File: config.mk
export PLATFORM = sky130hd
export DESIGN_NAME = absolute_encoder_angle_speed_core
export DESIGN_NICKNAME = d
export VERILOG_FILES = /design/src/hw/rtl/aeas_pkg.sv /design/src/hw/rtl/absolute_encoder_angle_speed_core.sv /design/src/hw/rtl/aeas_div.sv
export SDC_FILE = /design/constraint.sdc
export NUM_CORES = 2
export LEC_CHECK = 0
export BUFFER_PORTS_ARGS = -buffer_cell sky130_fd_sc_hd__buf_2
export CORE_ASPECT_RATIO = 0.5
export CORE_MARGIN = 2
export CORE_UTILIZATION = 63
export CTS_CLUSTER_DIAMETER = 30
export CTS_CLUSTER_SIZE = 8
export DETAILED_ROUTE_END_ITERATION = 10
export PLACE_DENSITY = 0.79
export SYNTH_ARGS = -nofsm -noshare
export SYNTH_HDL_FRONTEND = slang
export SYNTH_HIERARCHICAL = 1
export SYNTH_SLANG_ARGS = --single-unit
File: constraint.sdc
create_clock -name clock -period 9.42 [get_ports clock]
set_input_delay 0.942 -clock clock [delete_from_list [all_inputs] [get_ports clock]]
set_output_delay 0.942 -clock clock [all_outputs]
set_load 0.005 [all_outputs]
File: src/hw/rtl/aeas_pkg.sv
// ----------------------------------------------------------------------------
// aeas_pkg
// Shared widths, constants and the command and status types of the divider.
// ----------------------------------------------------------------------------
`default_nettype none

package aeas_pkg;

   // field widths
   localparam int WORD_W  = 32;
   localparam int TIME_W  = 32;
   localparam int GEAR_W  = 24;
   localparam int TURN_W  = 14;
   localparam int POS_W   = 12;
   localparam int ANGLE_W = 25;
   localparam int SPEED_W = 32;

   // fixed-point scaling
   localparam int ANGLE_FRAC_BITS  = 16;
   localparam int TICKS_PER_SECOND = 1000000;
   localparam int SPEED_SHIFT      = ANGLE_FRAC_BITS - 8;

   // one input turn is 4095 counts, gear is Q8.16: modulus 4095 * 2^16
   localparam int TURN_COUNTS = 4095;
   localparam int GEAR_DIV    = TURN_COUNTS * 65536;
   localparam int GEAR_DIV_W  = 28;
   localparam int HALF_DIV    = GEAR_DIV / 2;
   localparam int FULL_TURN   = 360 * (1 << ANGLE_FRAC_BITS);
   localparam int GEAR_RESET  = 65536;

   // check-bit masks over bits 13..0 of a half word
   localparam logic [13:0] ODD_MASK  = 14'h2AAA;
   localparam logic [13:0] EVEN_MASK = 14'h1555;

   // shared restoring divider
   localparam int DIV_NUM_W = 37;
   localparam int DIV_DEN_W = 32;
   localparam int DIV_CNT_W = 6;

   typedef struct packed {
      logic                 start;
      logic [DIV_CNT_W-1:0] steps;
      logic [DIV_DEN_W-1:0] rem_init;
      logic [DIV_NUM_W-1:0] num_init;
      logic [DIV_DEN_W-1:0] divisor;
   } div_cmd_type;

   typedef struct packed {
      logic                 busy;
      logic                 done;
      logic [DIV_NUM_W-1:0] quot;
   } div_sts_type;

endpackage

`default_nettype wire

File: src/hw/rtl/absolute_encoder_angle_speed_core.sv
// ----------------------------------------------------------------------------
// absolute_encoder_angle_speed_core
// Checks a multi-turn encoder reply and returns output-shaft angle and speed.
// ----------------------------------------------------------------------------
// Use:
//   req_* takes one item: the 32-bit encoder reply and the microsecond time of
//   the read. rsp_* returns one item per request: parity flag, turn count,
//   position, shaft angle (degrees, Q.16, 0..360) and speed (deg/s, Q.8).
//   csr_wen/csr_wdata load the signed Q8.16 gear ratio; write it only while
//   the block is idle.
// Timing:
//   One item at a time; the next is taken the cycle after a result moves to
//   the output register. A good reply forms the gear product reduced modulo
//   one output turn (one gear bit a cycle), then the angle quotient and the
//   speed quotient through the shared one-bit-a-cycle divider, with control
//   states between them. With no elapsed time the speed quotient is skipped.
//   A reply failing parity skips the arithmetic and goes straight to output.
// Reset:
//   Gear ratio returns to 1.0; last angle, last time and held speed clear.
// Stall:
//   A result waits in the output register while the next item is accepted and
//   worked on; that item's result holds in the core until the register frees.
// ----------------------------------------------------------------------------
`default_nettype none

module absolute_encoder_angle_speed_core
   import aeas_pkg::*;
(
   input  wire logic        clock,
   input  wire logic        reset,
   // request: [31:0] response_word, [63:32] timestamp_us
   input  wire logic        req_tvalid,
   output logic             req_tready,
   input  wire logic [63:0] req_tdata,
   // response: [13:0] turn_count, [25:14] raw_position, [50:26] shaft_angle,
   //           [82:51] shaft_speed, [87:83] zero
   output logic             rsp_tvalid,
   input  wire logic        rsp_tready,
   output logic [87:0]      rsp_tdata,
   // response: [0] parity_ok
   output logic             rsp_tuser,
   // gear setting: signed Q8.16 input-to-output ratio
   input  wire logic        csr_wen,
   input  wire logic [23:0] csr_wdata
);

   // sequencer codes
   localparam logic [3:0] ST_IDLE   = 4'd0;
   localparam logic [3:0] ST_CHECK  = 4'd1;
   localparam logic [3:0] ST_PREP   = 4'd2;
   localparam logic [3:0] ST_MULT   = 4'd3;
   localparam logic [3:0] ST_SCALE1 = 4'd4;
   localparam logic [3:0] ST_SCALE2 = 4'd5;
   localparam logic [3:0] ST_ADIV   = 4'd6;
   localparam logic [3:0] ST_SPREP1 = 4'd7;
   localparam logic [3:0] ST_SPREP2 = 4'd8;
   localparam logic [3:0] ST_SPREP3 = 4'd9;
   localparam logic [3:0] ST_SDIV   = 4'd10;
   localparam logic [3:0] ST_DONE   = 4'd11;

   localparam int M_W    = TURN_W + 13;              // pos + 4095 * turns
   localparam int T_W    = GEAR_DIV_W + 9;           // remainder * 360
   localparam int N_W    = T_W + ANGLE_FRAC_BITS;    // scaled numerator
   localparam int DIFF_W = ANGLE_W + 1;
   localparam int PROD_W = ANGLE_W + 20;             // |diff| * ticks
   localparam int BIT_CNT_W = 5;

   // check both check bits of one half word
   function automatic logic half_ok(input logic [15:0] h);
      logic odd_exp;
      logic even_exp;
      odd_exp  = ~^(h[13:0] & ODD_MASK);
      even_exp = ~^(h[13:0] & EVEN_MASK);
      return (h[15] == odd_exp) && (h[14] == even_exp);
   endfunction

   logic [3:0]            state_ff, state_in;
   logic [WORD_W-1:0]     word_ff, word_in;
   logic [TIME_W-1:0]     time_ff, time_in;
   logic [GEAR_W-1:0]     gear_ff, gear_in;
   logic [ANGLE_W-1:0]    prev_angle_ff, prev_angle_in;
   logic [TIME_W-1:0]     prev_time_ff, prev_time_in;
   logic [SPEED_W-1:0]    held_speed_ff, held_speed_in;

   logic                  res_ok_ff, res_ok_in;
   logic [TURN_W-1:0]     res_turn_ff, res_turn_in;
   logic [POS_W-1:0]      res_pos_ff, res_pos_in;
   logic [ANGLE_W-1:0]    res_angle_ff, res_angle_in;
   logic [SPEED_W-1:0]    res_speed_ff, res_speed_in;

   logic [M_W-1:0]        m_ff, m_in;
   logic [GEAR_DIV_W-1:0] term_pos_ff, term_pos_in;
   logic [GEAR_DIV_W-1:0] term_neg_ff, term_neg_in;
   logic                  p_pos_ff, p_pos_in;
   logic [GEAR_W-1:0]     gear_sh_ff, gear_sh_in;
   logic [BIT_CNT_W-1:0]  bit_cnt_ff, bit_cnt_in;
   logic [GEAR_DIV_W-1:0] acc_ff, acc_in;
   logic [T_W-1:0]        t_ff, t_in;
   logic                  r_zero_ff, r_zero_in;
   logic [DIFF_W-1:0]     diff_ff, diff_in;
   logic [TIME_W-1:0]     dt_ff, dt_in;
   logic                  dneg_ff, dneg_in;
   logic [ANGLE_W-1:0]    mag_ff, mag_in;

   logic                  rsp_tvalid_ff, rsp_tvalid_in;
   logic [87:0]           rsp_data_ff, rsp_data_in;
   logic                  rsp_user_ff, rsp_user_in;

   div_cmd_type           div_cmd;
   div_sts_type           div_sts;

   logic                  word_ok;
   logic [M_W-1:0]        turn_ext;
   logic [M_W-1:0]        m_calc;
   logic [GEAR_DIV_W:0]   m_wide;
   logic [GEAR_DIV_W:0]   dbl;
   logic [GEAR_DIV_W:0]   red1;
   logic [GEAR_DIV_W-1:0] term_sel;
   logic [GEAR_DIV_W:0]   sum;
   logic [GEAR_DIV_W:0]   red2;
   logic [T_W-1:0]        acc_wide;
   logic [N_W-1:0]        nsum;
   logic [PROD_W-1:0]     prod;
   logic [SPEED_W-1:0]    speed_sat;

   // parity over both halves
   assign word_ok = half_ok(word_ff[31:16]) && half_ok(word_ff[15:0]);

   // pos + 4095 * turns, turns sign-extended
   assign turn_ext = {{(M_W-TURN_W){word_ff[29]}}, word_ff[29:16]};
   assign m_calc   = (turn_ext << 12) - turn_ext + M_W'(word_ff[13:2]);
   assign m_wide   = {{(GEAR_DIV_W+1-M_W){m_ff[M_W-1]}}, m_ff};

   // one gear bit: double mod D, then add the term mod D
   assign dbl      = {acc_ff, 1'b0};
   assign red1     = (dbl >= (GEAR_DIV_W+1)'(GEAR_DIV)) ?
                     dbl - (GEAR_DIV_W+1)'(GEAR_DIV) : dbl;
   assign term_sel = !gear_sh_ff[GEAR_W-1] ? '0 :
                     (bit_cnt_ff == BIT_CNT_W'(GEAR_W-1)) ? term_neg_ff : term_pos_ff;
   assign sum      = {1'b0, red1[GEAR_DIV_W-1:0]} + {1'b0, term_sel};
   assign red2     = (sum >= (GEAR_DIV_W+1)'(GEAR_DIV)) ?
                     sum - (GEAR_DIV_W+1)'(GEAR_DIV) : sum;

   // remainder * 360, then * 2^16 plus half the divisor for rounding
   assign acc_wide = T_W'(acc_ff);
   assign nsum     = {t_ff, {ANGLE_FRAC_BITS{1'b0}}} + N_W'(HALF_DIV);

   // |angle change| * ticks per second
   assign prod     = PROD_W'(mag_ff) * PROD_W'(TICKS_PER_SECOND);

   // clamp the signed quotient to 32 bits
   always_comb begin
      if (dneg_ff) begin
         if (div_sts.quot > DIV_NUM_W'(64'h8000_0000)) begin
            speed_sat = 32'h8000_0000;
         end else begin
            speed_sat = 32'd0 - div_sts.quot[SPEED_W-1:0];
         end
      end else begin
         if (div_sts.quot > DIV_NUM_W'(64'h7FFF_FFFF)) begin
            speed_sat = 32'h7FFF_FFFF;
         end else begin
            speed_sat = div_sts.quot[SPEED_W-1:0];
         end
      end
   end

   // sequencer and datapath next state
   always_comb begin
      state_in      = state_ff;
      word_in       = word_ff;
      time_in       = time_ff;
      gear_in       = csr_wen ? csr_wdata : gear_ff;
      prev_angle_in = prev_angle_ff;
      prev_time_in  = prev_time_ff;
      held_speed_in = held_speed_ff;
      res_ok_in     = res_ok_ff;
      res_turn_in   = res_turn_ff;
      res_pos_in    = res_pos_ff;
      res_angle_in  = res_angle_ff;
      res_speed_in  = res_speed_ff;
      m_in          = m_ff;
      term_pos_in   = term_pos_ff;
      term_neg_in   = term_neg_ff;
      p_pos_in      = p_pos_ff;
      gear_sh_in    = gear_sh_ff;
      bit_cnt_in    = bit_cnt_ff;
      acc_in        = acc_ff;
      t_in          = t_ff;
      r_zero_in     = r_zero_ff;
      diff_in       = diff_ff;
      dt_in         = dt_ff;
      dneg_in       = dneg_ff;
      mag_in        = mag_ff;
      rsp_tvalid_in = rsp_tvalid_ff && !rsp_tready;
      rsp_data_in   = rsp_data_ff;
      rsp_user_in   = rsp_user_ff;
      div_cmd       = '0;

      unique case (state_ff)
         ST_IDLE: begin
            if (req_tvalid) begin
               word_in  = req_tdata[31:0];
               time_in  = req_tdata[63:32];
               state_in = ST_CHECK;
            end
         end
         ST_CHECK: begin
            if (word_ok) begin
               res_ok_in   = 1'b1;
               res_turn_in = word_ff[29:16];
               res_pos_in  = word_ff[13:2];
               m_in        = m_calc;
               state_in    = ST_PREP;
            end else begin
               // bad reply: report the held angle and speed
               res_ok_in    = 1'b0;
               res_turn_in  = '0;
               res_pos_in   = '0;
               res_angle_in = prev_angle_ff;
               res_speed_in = held_speed_ff;
               state_in     = ST_DONE;
            end
         end
         ST_PREP: begin
            // M mod D for the positive bits, -M mod D for the sign bit
            if (m_ff[M_W-1]) begin
               term_pos_in = GEAR_DIV_W'(m_wide + (GEAR_DIV_W+1)'(GEAR_DIV));
               term_neg_in = GEAR_DIV_W'((GEAR_DIV_W+1)'(0) - m_wide);
            end else begin
               term_pos_in = GEAR_DIV_W'(m_wide);
               term_neg_in = (m_ff == '0) ? '0 :
                             GEAR_DIV_W'((GEAR_DIV_W+1)'(GEAR_DIV) - m_wide);
            end
            p_pos_in   = (m_ff != '0) && (gear_ff != '0) &&
                         (m_ff[M_W-1] == gear_ff[GEAR_W-1]);
            gear_sh_in = gear_ff;
            bit_cnt_in = BIT_CNT_W'(GEAR_W-1);
            acc_in     = '0;
            state_in   = ST_MULT;
         end
         ST_MULT: begin
            acc_in     = red2[GEAR_DIV_W-1:0];
            gear_sh_in = {gear_sh_ff[GEAR_W-2:0], 1'b0};
            bit_cnt_in = bit_cnt_ff - BIT_CNT_W'(1);
            if (bit_cnt_ff == '0) begin
               state_in = ST_SCALE1;
            end
         end
         ST_SCALE1: begin
            t_in      = (acc_wide << 8) + (acc_wide << 6) + (acc_wide << 5) +
                        (acc_wide << 3);
            r_zero_in = (acc_ff == '0);
            state_in  = ST_SCALE2;
         end
         ST_SCALE2: begin
            div_cmd.start    = 1'b1;
            div_cmd.steps    = DIV_CNT_W'(ANGLE_W);
            div_cmd.rem_init = DIV_DEN_W'(nsum[N_W-1:ANGLE_W]);
            div_cmd.num_init = {nsum[ANGLE_W-1:0], {(DIV_NUM_W-ANGLE_W){1'b0}}};
            div_cmd.divisor  = DIV_DEN_W'(GEAR_DIV);
            state_in         = ST_ADIV;
         end
         ST_ADIV: begin
            if (div_sts.done) begin
               if (r_zero_ff) begin
                  res_angle_in = p_pos_ff ? ANGLE_W'(FULL_TURN) : '0;
               end else begin
                  res_angle_in = div_sts.quot[ANGLE_W-1:0];
               end
               state_in = ST_SPREP1;
            end
         end
         ST_SPREP1: begin
            diff_in  = {1'b0, res_angle_ff} - {1'b0, prev_angle_ff};
            dt_in    = time_ff - prev_time_ff;
            state_in = ST_SPREP2;
         end
         ST_SPREP2: begin
            dneg_in = diff_ff[DIFF_W-1];
            mag_in  = diff_ff[DIFF_W-1] ? ANGLE_W'(DIFF_W'(0) - diff_ff) :
                                          diff_ff[ANGLE_W-1:0];
            if (dt_ff == '0) begin
               // no elapsed time: zero speed, commit now
               res_speed_in  = '0;
               prev_angle_in = res_angle_ff;
               prev_time_in  = time_ff;
               held_speed_in = '0;
               state_in      = ST_DONE;
            end else begin
               state_in = ST_SPREP3;
            end
         end
         ST_SPREP3: begin
            // floor(floor(n / 2^shift) / dt) equals floor(n / (dt * 2^shift))
            div_cmd.start    = 1'b1;
            div_cmd.steps    = DIV_CNT_W'(DIV_NUM_W);
            div_cmd.rem_init = '0;
            div_cmd.num_init = prod[SPEED_SHIFT +: DIV_NUM_W];
            div_cmd.divisor  = dt_ff;
            state_in         = ST_SDIV;
         end
         ST_SDIV: begin
            if (div_sts.done) begin
               res_speed_in  = speed_sat;
               prev_angle_in = res_angle_ff;
               prev_time_in  = time_ff;
               held_speed_in = speed_sat;
               state_in      = ST_DONE;
            end
         end
         ST_DONE: begin
            // hand over once the output register is free
            if (!rsp_tvalid_ff || rsp_tready) begin
               rsp_tvalid_in = 1'b1;
               rsp_user_in   = res_ok_ff;
               rsp_data_in   = {5'b0, res_speed_ff, res_angle_ff, res_pos_ff, res_turn_ff};
               state_in      = ST_IDLE;
            end
         end
         default: begin
            state_in = ST_IDLE;
         end
      endcase
   end

   // registers
   always_ff @(posedge clock) begin
      if (reset) begin
         state_ff      <= ST_IDLE;
         gear_ff       <= GEAR_W'(GEAR_RESET);
         prev_angle_ff <= '0;
         prev_time_ff  <= '0;
         held_speed_ff <= '0;
         rsp_tvalid_ff <= 1'b0;
      end else begin
         state_ff      <= state_in;
         gear_ff       <= gear_in;
         prev_angle_ff <= prev_angle_in;
         prev_time_ff  <= prev_time_in;
         held_speed_ff <= held_speed_in;
         rsp_tvalid_ff <= rsp_tvalid_in;
      end
      word_ff      <= word_in;
      time_ff      <= time_in;
      res_ok_ff    <= res_ok_in;
      res_turn_ff  <= res_turn_in;
      res_pos_ff   <= res_pos_in;
      res_angle_ff <= res_angle_in;
      res_speed_ff <= res_speed_in;
      m_ff         <= m_in;
      term_pos_ff  <= term_pos_in;
      term_neg_ff  <= term_neg_in;
      p_pos_ff     <= p_pos_in;
      gear_sh_ff   <= gear_sh_in;
      bit_cnt_ff   <= bit_cnt_in;
      acc_ff       <= acc_in;
      t_ff         <= t_in;
      r_zero_ff    <= r_zero_in;
      diff_ff      <= diff_in;
      dt_ff        <= dt_in;
      dneg_ff      <= dneg_in;
      mag_ff       <= mag_in;
      rsp_data_ff  <= rsp_data_in;
      rsp_user_ff  <= rsp_user_in;
   end

   // shared divider for the angle and speed quotients
   aeas_div u_div (
      .clock (clock),
      .reset (reset),
      .cmd   (div_cmd),
      .sts   (div_sts)
   );

   assign req_tready = (state_ff == ST_IDLE);
   assign rsp_tvalid = rsp_tvalid_ff;
   assign rsp_tdata  = rsp_data_ff;
   assign rsp_tuser  = rsp_user_ff;

   // modular accumulator stays reduced during the gear product
   a_acc_reduced: assert property (@(posedge clock) disable iff (reset)
      (state_ff == ST_MULT) |-> acc_ff < GEAR_DIV_W'(GEAR_DIV))
      else $error("gear product accumulator out of range");

   // a bad reply leaves the tracking state alone
   a_bad_keeps_state: assert property (@(posedge clock) disable iff (reset)
      (state_ff == ST_CHECK && !word_ok) |=>
         $stable(prev_angle_ff) && $stable(prev_time_ff) && $stable(held_speed_ff))
      else $error("tracking state changed on a bad reply");

   // a delivered angle never exceeds one full turn
   a_angle_range: assert property (@(posedge clock) disable iff (reset)
      rsp_tvalid_ff |-> rsp_data_ff[50:26] <= ANGLE_W'(FULL_TURN))
      else $error("shaft angle above full turn");

endmodule

`default_nettype wire

File: src/hw/rtl/aeas_div.sv
// ----------------------------------------------------------------------------
// aeas_div
// Restoring divider, one quotient bit per cycle. The numerator enters as a
// left-aligned shift register under a preset partial remainder.
// ----------------------------------------------------------------------------
`default_nettype none

module aeas_div
   import aeas_pkg::*;
(
   input  wire logic        clock,
   input  wire logic        reset,
   input  wire div_cmd_type cmd,
   output div_sts_type      sts
);

   logic                 busy_ff, busy_in;
   logic                 done_ff, done_in;
   logic [DIV_CNT_W-1:0] cnt_ff, cnt_in;
   logic [DIV_DEN_W-1:0] rem_ff, rem_in;
   logic [DIV_DEN_W-1:0] den_ff, den_in;
   logic [DIV_NUM_W-1:0] num_ff, num_in;
   logic [DIV_NUM_W-1:0] quot_ff, quot_in;

   logic [DIV_DEN_W:0]   trial;
   logic [DIV_DEN_W:0]   trial_sub;
   logic                 fits;

   // shift in the next numerator bit and try the subtract
   assign trial     = {rem_ff, num_ff[DIV_NUM_W-1]};
   assign trial_sub = trial - {1'b0, den_ff};
   assign fits      = trial >= {1'b0, den_ff};

   // next state
   always_comb begin
      busy_in = busy_ff;
      done_in = 1'b0;
      cnt_in  = cnt_ff;
      rem_in  = rem_ff;
      den_in  = den_ff;
      num_in  = num_ff;
      quot_in = quot_ff;
      if (cmd.start) begin
         busy_in = 1'b1;
         cnt_in  = cmd.steps;
         rem_in  = cmd.rem_init;
         den_in  = cmd.divisor;
         num_in  = cmd.num_init;
         quot_in = '0;
      end else if (busy_ff) begin
         rem_in  = fits ? trial_sub[DIV_DEN_W-1:0] : trial[DIV_DEN_W-1:0];
         num_in  = {num_ff[DIV_NUM_W-2:0], 1'b0};
         quot_in = {quot_ff[DIV_NUM_W-2:0], fits};
         cnt_in  = cnt_ff - DIV_CNT_W'(1);
         if (cnt_ff == DIV_CNT_W'(1)) begin
            busy_in = 1'b0;
            done_in = 1'b1;
         end
      end
   end

   // registers
   always_ff @(posedge clock) begin
      if (reset) begin
         busy_ff <= 1'b0;
         done_ff <= 1'b0;
      end else begin
         busy_ff <= busy_in;
         done_ff <= done_in;
      end
      cnt_ff  <= cnt_in;
      rem_ff  <= rem_in;
      den_ff  <= den_in;
      num_ff  <= num_in;
      quot_ff <= quot_in;
   end

   assign sts.busy = busy_ff;
   assign sts.done = done_ff;
   assign sts.quot = quot_ff;

   // partial remainder stays below the divisor while iterating
   a_rem_below: assert property (@(posedge clock) disable iff (reset)
      busy_ff |-> rem_ff < den_ff)
      else $error("divider remainder not below divisor");

   // a new division never lands on one in flight
   a_no_restart: assert property (@(posedge clock) disable iff (reset)
      cmd.start |-> !busy_ff)
      else $error("divider started while busy");

   // done follows the last iteration
   a_done_after_busy: assert property (@(posedge clock) disable iff (reset)
      done_ff |-> $past(busy_ff) && !busy_ff)
      else $error("divider done without a running division");

endmodule

`default_nettype wire

; After elaboration in Yosys (flattened, before gate mapping)
; Index checks and enable logic that the tools add are counted.
[op_classes]
n_addsub = 19
multipliers = 1
div_mod_pow = 0
order_cmp = 5
eq_ne = 25
n_shift = 0
muxes = 53
bitwise = 1
n_reduce_logical = 33
[ops]
columns = operator, count
row1 = $mux 32, 11
row2 = $pmux 108 s2, 1
row3 = $mux 25, 7
row4 = $mux 28, 6
row5 = $pmux 32 s2, 2
row6 = $pmux 25 s2, 2
row7 = $pmux 32 s3, 1
row8 = $mux 37, 2
row9 = $sub 32x32->32, 2
row10 = $ge 29x28->1 const B, 2
row11 = $pmux 28 s2, 1
row12 = $reduce_xnor 14->1, 4
row13 = $sub 28x28->28 const B, 2
row14 = $add 53x27->53 const B, 1
row15 = $pmux 24 s2, 1
row16 = $pmux 4 s12, 1
row17 = $mul 25x14->39 const B, 1
row18 = $add 36x34->37, 1
row19 = $add 37x31->37, 1
row20 = $add 37x33->37, 1
row21 = $gt 37x31->1 const B, 1
row22 = $gt 37x32->1 const B, 1
row23 = $ge 33x32->1, 1
row24 = $logic_not 32->1, 1
row25 = other kinds (43), 83
[word_totals]
regBits = 759
latch_bits = 0
ramBits = 0
rom_bits = 0
inputBits = 93
out_inout_bits = 91
wordCells = 173
mem_count = 0

; Longest topological paths before layout
[logic_depth]
word_depth = 7
depth_mapped = 24
depth_no_buf = 23

; By module
; The synthesis kept the hierarchy.
[modules_own_cells]
columns = module, instances, cells_per_inst, area_per_inst_um2, seq_area_each_um2
row1 = absolute_encoder_angle_speed_core, 1, 3795, 38774.7, 17136.4
row2 = aeas_div, 1, 753, 7978.9, 3993.8

; Worst setup path before layout
; OpenSTA, ideal clock, no wires.
[synth_path]
path_kind = in2reg
startpoint = input port rsp_tready
endpoint = register rsp_data_ff[0] (netlist: rsp_tdata[0]), enable pin
arrival_time_ps = 6813
t_required_ps = 8791
path_slack_ps = 1978
stages = 3
path_buffers = 0
path_cell_list = nand2b_1 > nand2_1 > nor3_1
[synth_via]
elab_chain_cells = 2
[synth_lines]
columns = element, line_no
row1 = from (decl), absolute_encoder_angle_speed_core.sv:38  ; input wire logic rsp_tready,
row2 = $logic_or 1x1->1, absolute_encoder_angle_speed_core.sv:314  ; if (!rsp_tvalid_ff || rsp_tready) begin
row3 = $reduce_and 2->1 (no line), -
row4 = to (signal assigned), absolute_encoder_angle_speed_core.sv:364  ; rsp_data_ff <= rsp_data_in;
row5 = to (decl), absolute_encoder_angle_speed_core.sv:106  ; logic [87:0] rsp_data_ff, rsp_data_in;
; No other way between the ends.
; A chain may end at the register's enable or synchronous reset.

==> flow_metrics.env <==
export IMPL_slew_viol_final=0
export IMPL_die_h_um=197
export IMPL_synthToLayoutAreaGrowth_pct=13.0
export IMPL_max_freq_mhz=143
export IMPL_cts_made_buffers=133
export IMPL_syn_avg_cell_area_um2=10.3
export IMPL_cts_buffer_depth=3
export IMPL_grt_overflow_total=0
export IMPL_fin_nets=5305
export IMPL_drv_cap=0
export IMPL_cp_slowest_cell="fa_1"
export IMPL_wl_met1_um=46100
export IMPL_cts_sinks=756
export IMPL_drc=0
export IMPL_crit_path_end_kind="flip-flop"
export IMPL_grt_pass1_vias=34500
export IMPL_place_area_um2=48500
export IMPL_rsz0062_at_grt="false"
export IMPL_routed_wl_um=111000
export IMPL_wire_per_inst_um=19.2
export IMPL_status="finished clean"
export IMPL_critPathBufInv=4
export IMPL_worstPathArrival_ps=7430
export IMPL_first_iter_violations=2909
export IMPL_maxUsedRoutingLayer="met5"
export IMPL_insertion_delay_ps=730
export IMPL_cts_hold_buf=0
export IMPL_die_area_um2=76500
export IMPL_tightest_slew_ps=1260
export IMPL_netlist_area_um2=46700
export IMPL_wl_met2_um=54400
export IMPL_grt_usage_pct=29.0
export IMPL_hold_path_class="in -> reg"
export IMPL_htree_levels=4
export IMPL_antenna_left=0
export IMPL_die_x_um=389
export IMPL_final_cell_area_um2=52800
export IMPL_min_path_cells=1
export IMPL_clock_root_buffer="clkbuf_16"
export IMPL_clock_skew_ps=31.2
export IMPL_path_max_fanout=6
export IMPL_period_share_pct=74.2
export IMPL_crit_required_ps=9870
export IMPL_routed_via_count=34800
export IMPL_cts_tree="built"
export IMPL_wl_met3_um=7690
export IMPL_coreArea_um2=73200
export IMPL_critPathTopFamily="adder cells"
export IMPL_viasPerCell=6.00
export IMPL_slew_headroom_pct=16.1
export IMPL_cp_start_kind="flip-flop"
export IMPL_crit_cells=22
export IMPL_post_cts_buffers=0
export IMPL_multi_input_area_um2=23800
export IMPL_post_route_min_period_ps=6990
export IMPL_place_congestion=0.941
export IMPL_drt_pre_antenna_iters=6
export IMPL_numPortBuffers=178
export IMPL_ys_warn_count=6
export IMPL_nFillCells=5150
export IMPL_clkTransAtPathRegs_ps=50
export IMPL_initial_utilization_pct=63.8
export IMPL_final_layout_size_suffix_gt1_share_pct=10.2
export IMPL_num_rows=70
export IMPL_synthCells=4547
export IMPL_tns_ps=0
export IMPL_r2r_cells=22
export IMPL_antenna_found_initial=4
export IMPL_crit_path_max_incr_delay_ps=580
export IMPL_cts_resized=0
export IMPL_seq_area_um2=21100
export IMPL_cp_cell_sequence="inv_1, fa_1, inv_1, fa_1, fa_1, fa_1, ha_1, inv_1, fa_1, inv_1, ha_1, a21o_1, a21o_1, a21oi_1, o21ai_0, a221o_1, a2111oi_0, nor2_1, a311oi_1, xor2_1, o22ai_1, mux2_2"
export IMPL_grt_pass1_wl_um=178000
export IMPL_crit_type="reg -> reg"
export IMPL_post_dp_hpwl_um=78300
export IMPL_hold_viol_final=0
export IMPL_pin_count=184
export IMPL_crit_path_frequent_cell="fa_1"
export IMPL_grt_max_degree=101
export IMPL_setup_viol=0
-- per-layer routing --
layer	track usage, %	vias to the layer above
li1	-	16500
met1	37.6	16800
met2	49.0	1248
met3	5.77	247
met4	10.4	2
met5	0	-
-- placed cells by master, fill, tap and decap left out, types with 30 or more instances in the layout --
| cell | count |
|---|---|
| xor2_1 | 93 |
| nand3_1 | 90 |
| inv_1 | 336 |
| nor2b_1 | 36 |
| clkbuf_1 | 46 |
| nand2b_1 | 56 |
| xnor2_1 | 204 |
| buf_2 | 177 |
| nor4_1 | 36 |
| nor3_1 | 73 |
| a21oi_1 | 325 |
| a31oi_1 | 35 |
| and3_1 | 36 |
| buf_4 | 32 |
| clkbuf_16 | 134 |
| o21bai_1 | 32 |
| o21ai_0 | 165 |
| and2_1 | 81 |
| o31ai_1 | 30 |
| ha_1 | 325 |
| nand2_1 | 569 |
| a21o_1 | 118 |
| edfxtp_1 | 599 |
| nor2_1 | 332 |
| fa_1 | 156 |
| mux2i_1 | 71 |
| mux2_2 | 37 |
| nand4_1 | 41 |
| a21boi_0 | 34 |
| dfxtp_1 | 156 |
-- worst reg2reg max path, stage by stage, from the launching register on --
cell and delay, ps:
edfxtp_1 480, inv_1 100, fa_1 530, inv_1 50
fa_1 510, fa_1 580, fa_1 430, ha_1 290
inv_1 50, fa_1 500, inv_1 50, ha_1 370
a21o_1 200, a21o_1 170, a21oi_1 140, o21ai_0 220
a221o_1 420, a2111oi_0 480, nor2_1 200, a311oi_1 370
xor2_1 180, o22ai_1 90, mux2_2 310
-- worst paths after layout --
check	start	slack, ps	to
min reg2reg	res_speed_ff[18]	410	rsp_tdata[69]
max reg2reg	mag_ff[1]	2430	u_div/num_ff[35]
max	mag_ff[1]	2430	u_div/num_ff[35]
min	req_tdata[22]	390	word_ff[22]
-- flip-flops by register name, summed over array words and instances, names as in the netlist, 32 cells and up --
signal / flops
rsp_tdata: 83
u_div/num_ff: 37
u_div/quot_ff: 37
t_ff: 34
dt_ff: 32
held_speed_ff: 32
prev_time_ff: 32
res_speed_ff: 32
time_ff: 32
u_div/den_ff: 32
u_div/rem_ff: 32
word_ff: 32
-- per-stage QoR --
| step | setup slack (ps) | hold slack (ps) | instances | util (%) |
|---|---|---|---|---|
| after floorplan | 1980 | 400 | 4556 | - |
| after detailed placement | 2500 | 405 | 5568 | 66.3 |
| after global placement | 2570 | 402 | 5568 | 66.3 |
| final | 2430 | 389 | 5806 | 72.1 |
| after CTS | 2460 | 350 | 5803 | 72.1 |
| after global routing | 2070 | 360 | 5805 | 72.1 |
-- area by class of cell --
type                            count  share of cell area, %
Multi-Input combinational cell   3295                   45.1
Clock inverter                     54                   1.37
Clock buffer                      181                   6.70
Inverter                          336                   2.39
Tap cell                          972                   2.30
Timing Repair Buffer              209                   2.13
Sequential cell                   756                   40.0
Antenna cell                        3                 0.0142
Power is not shown: default switching activity piles up to over one toggle a cycle in this logic, so the estimate is an artifact.
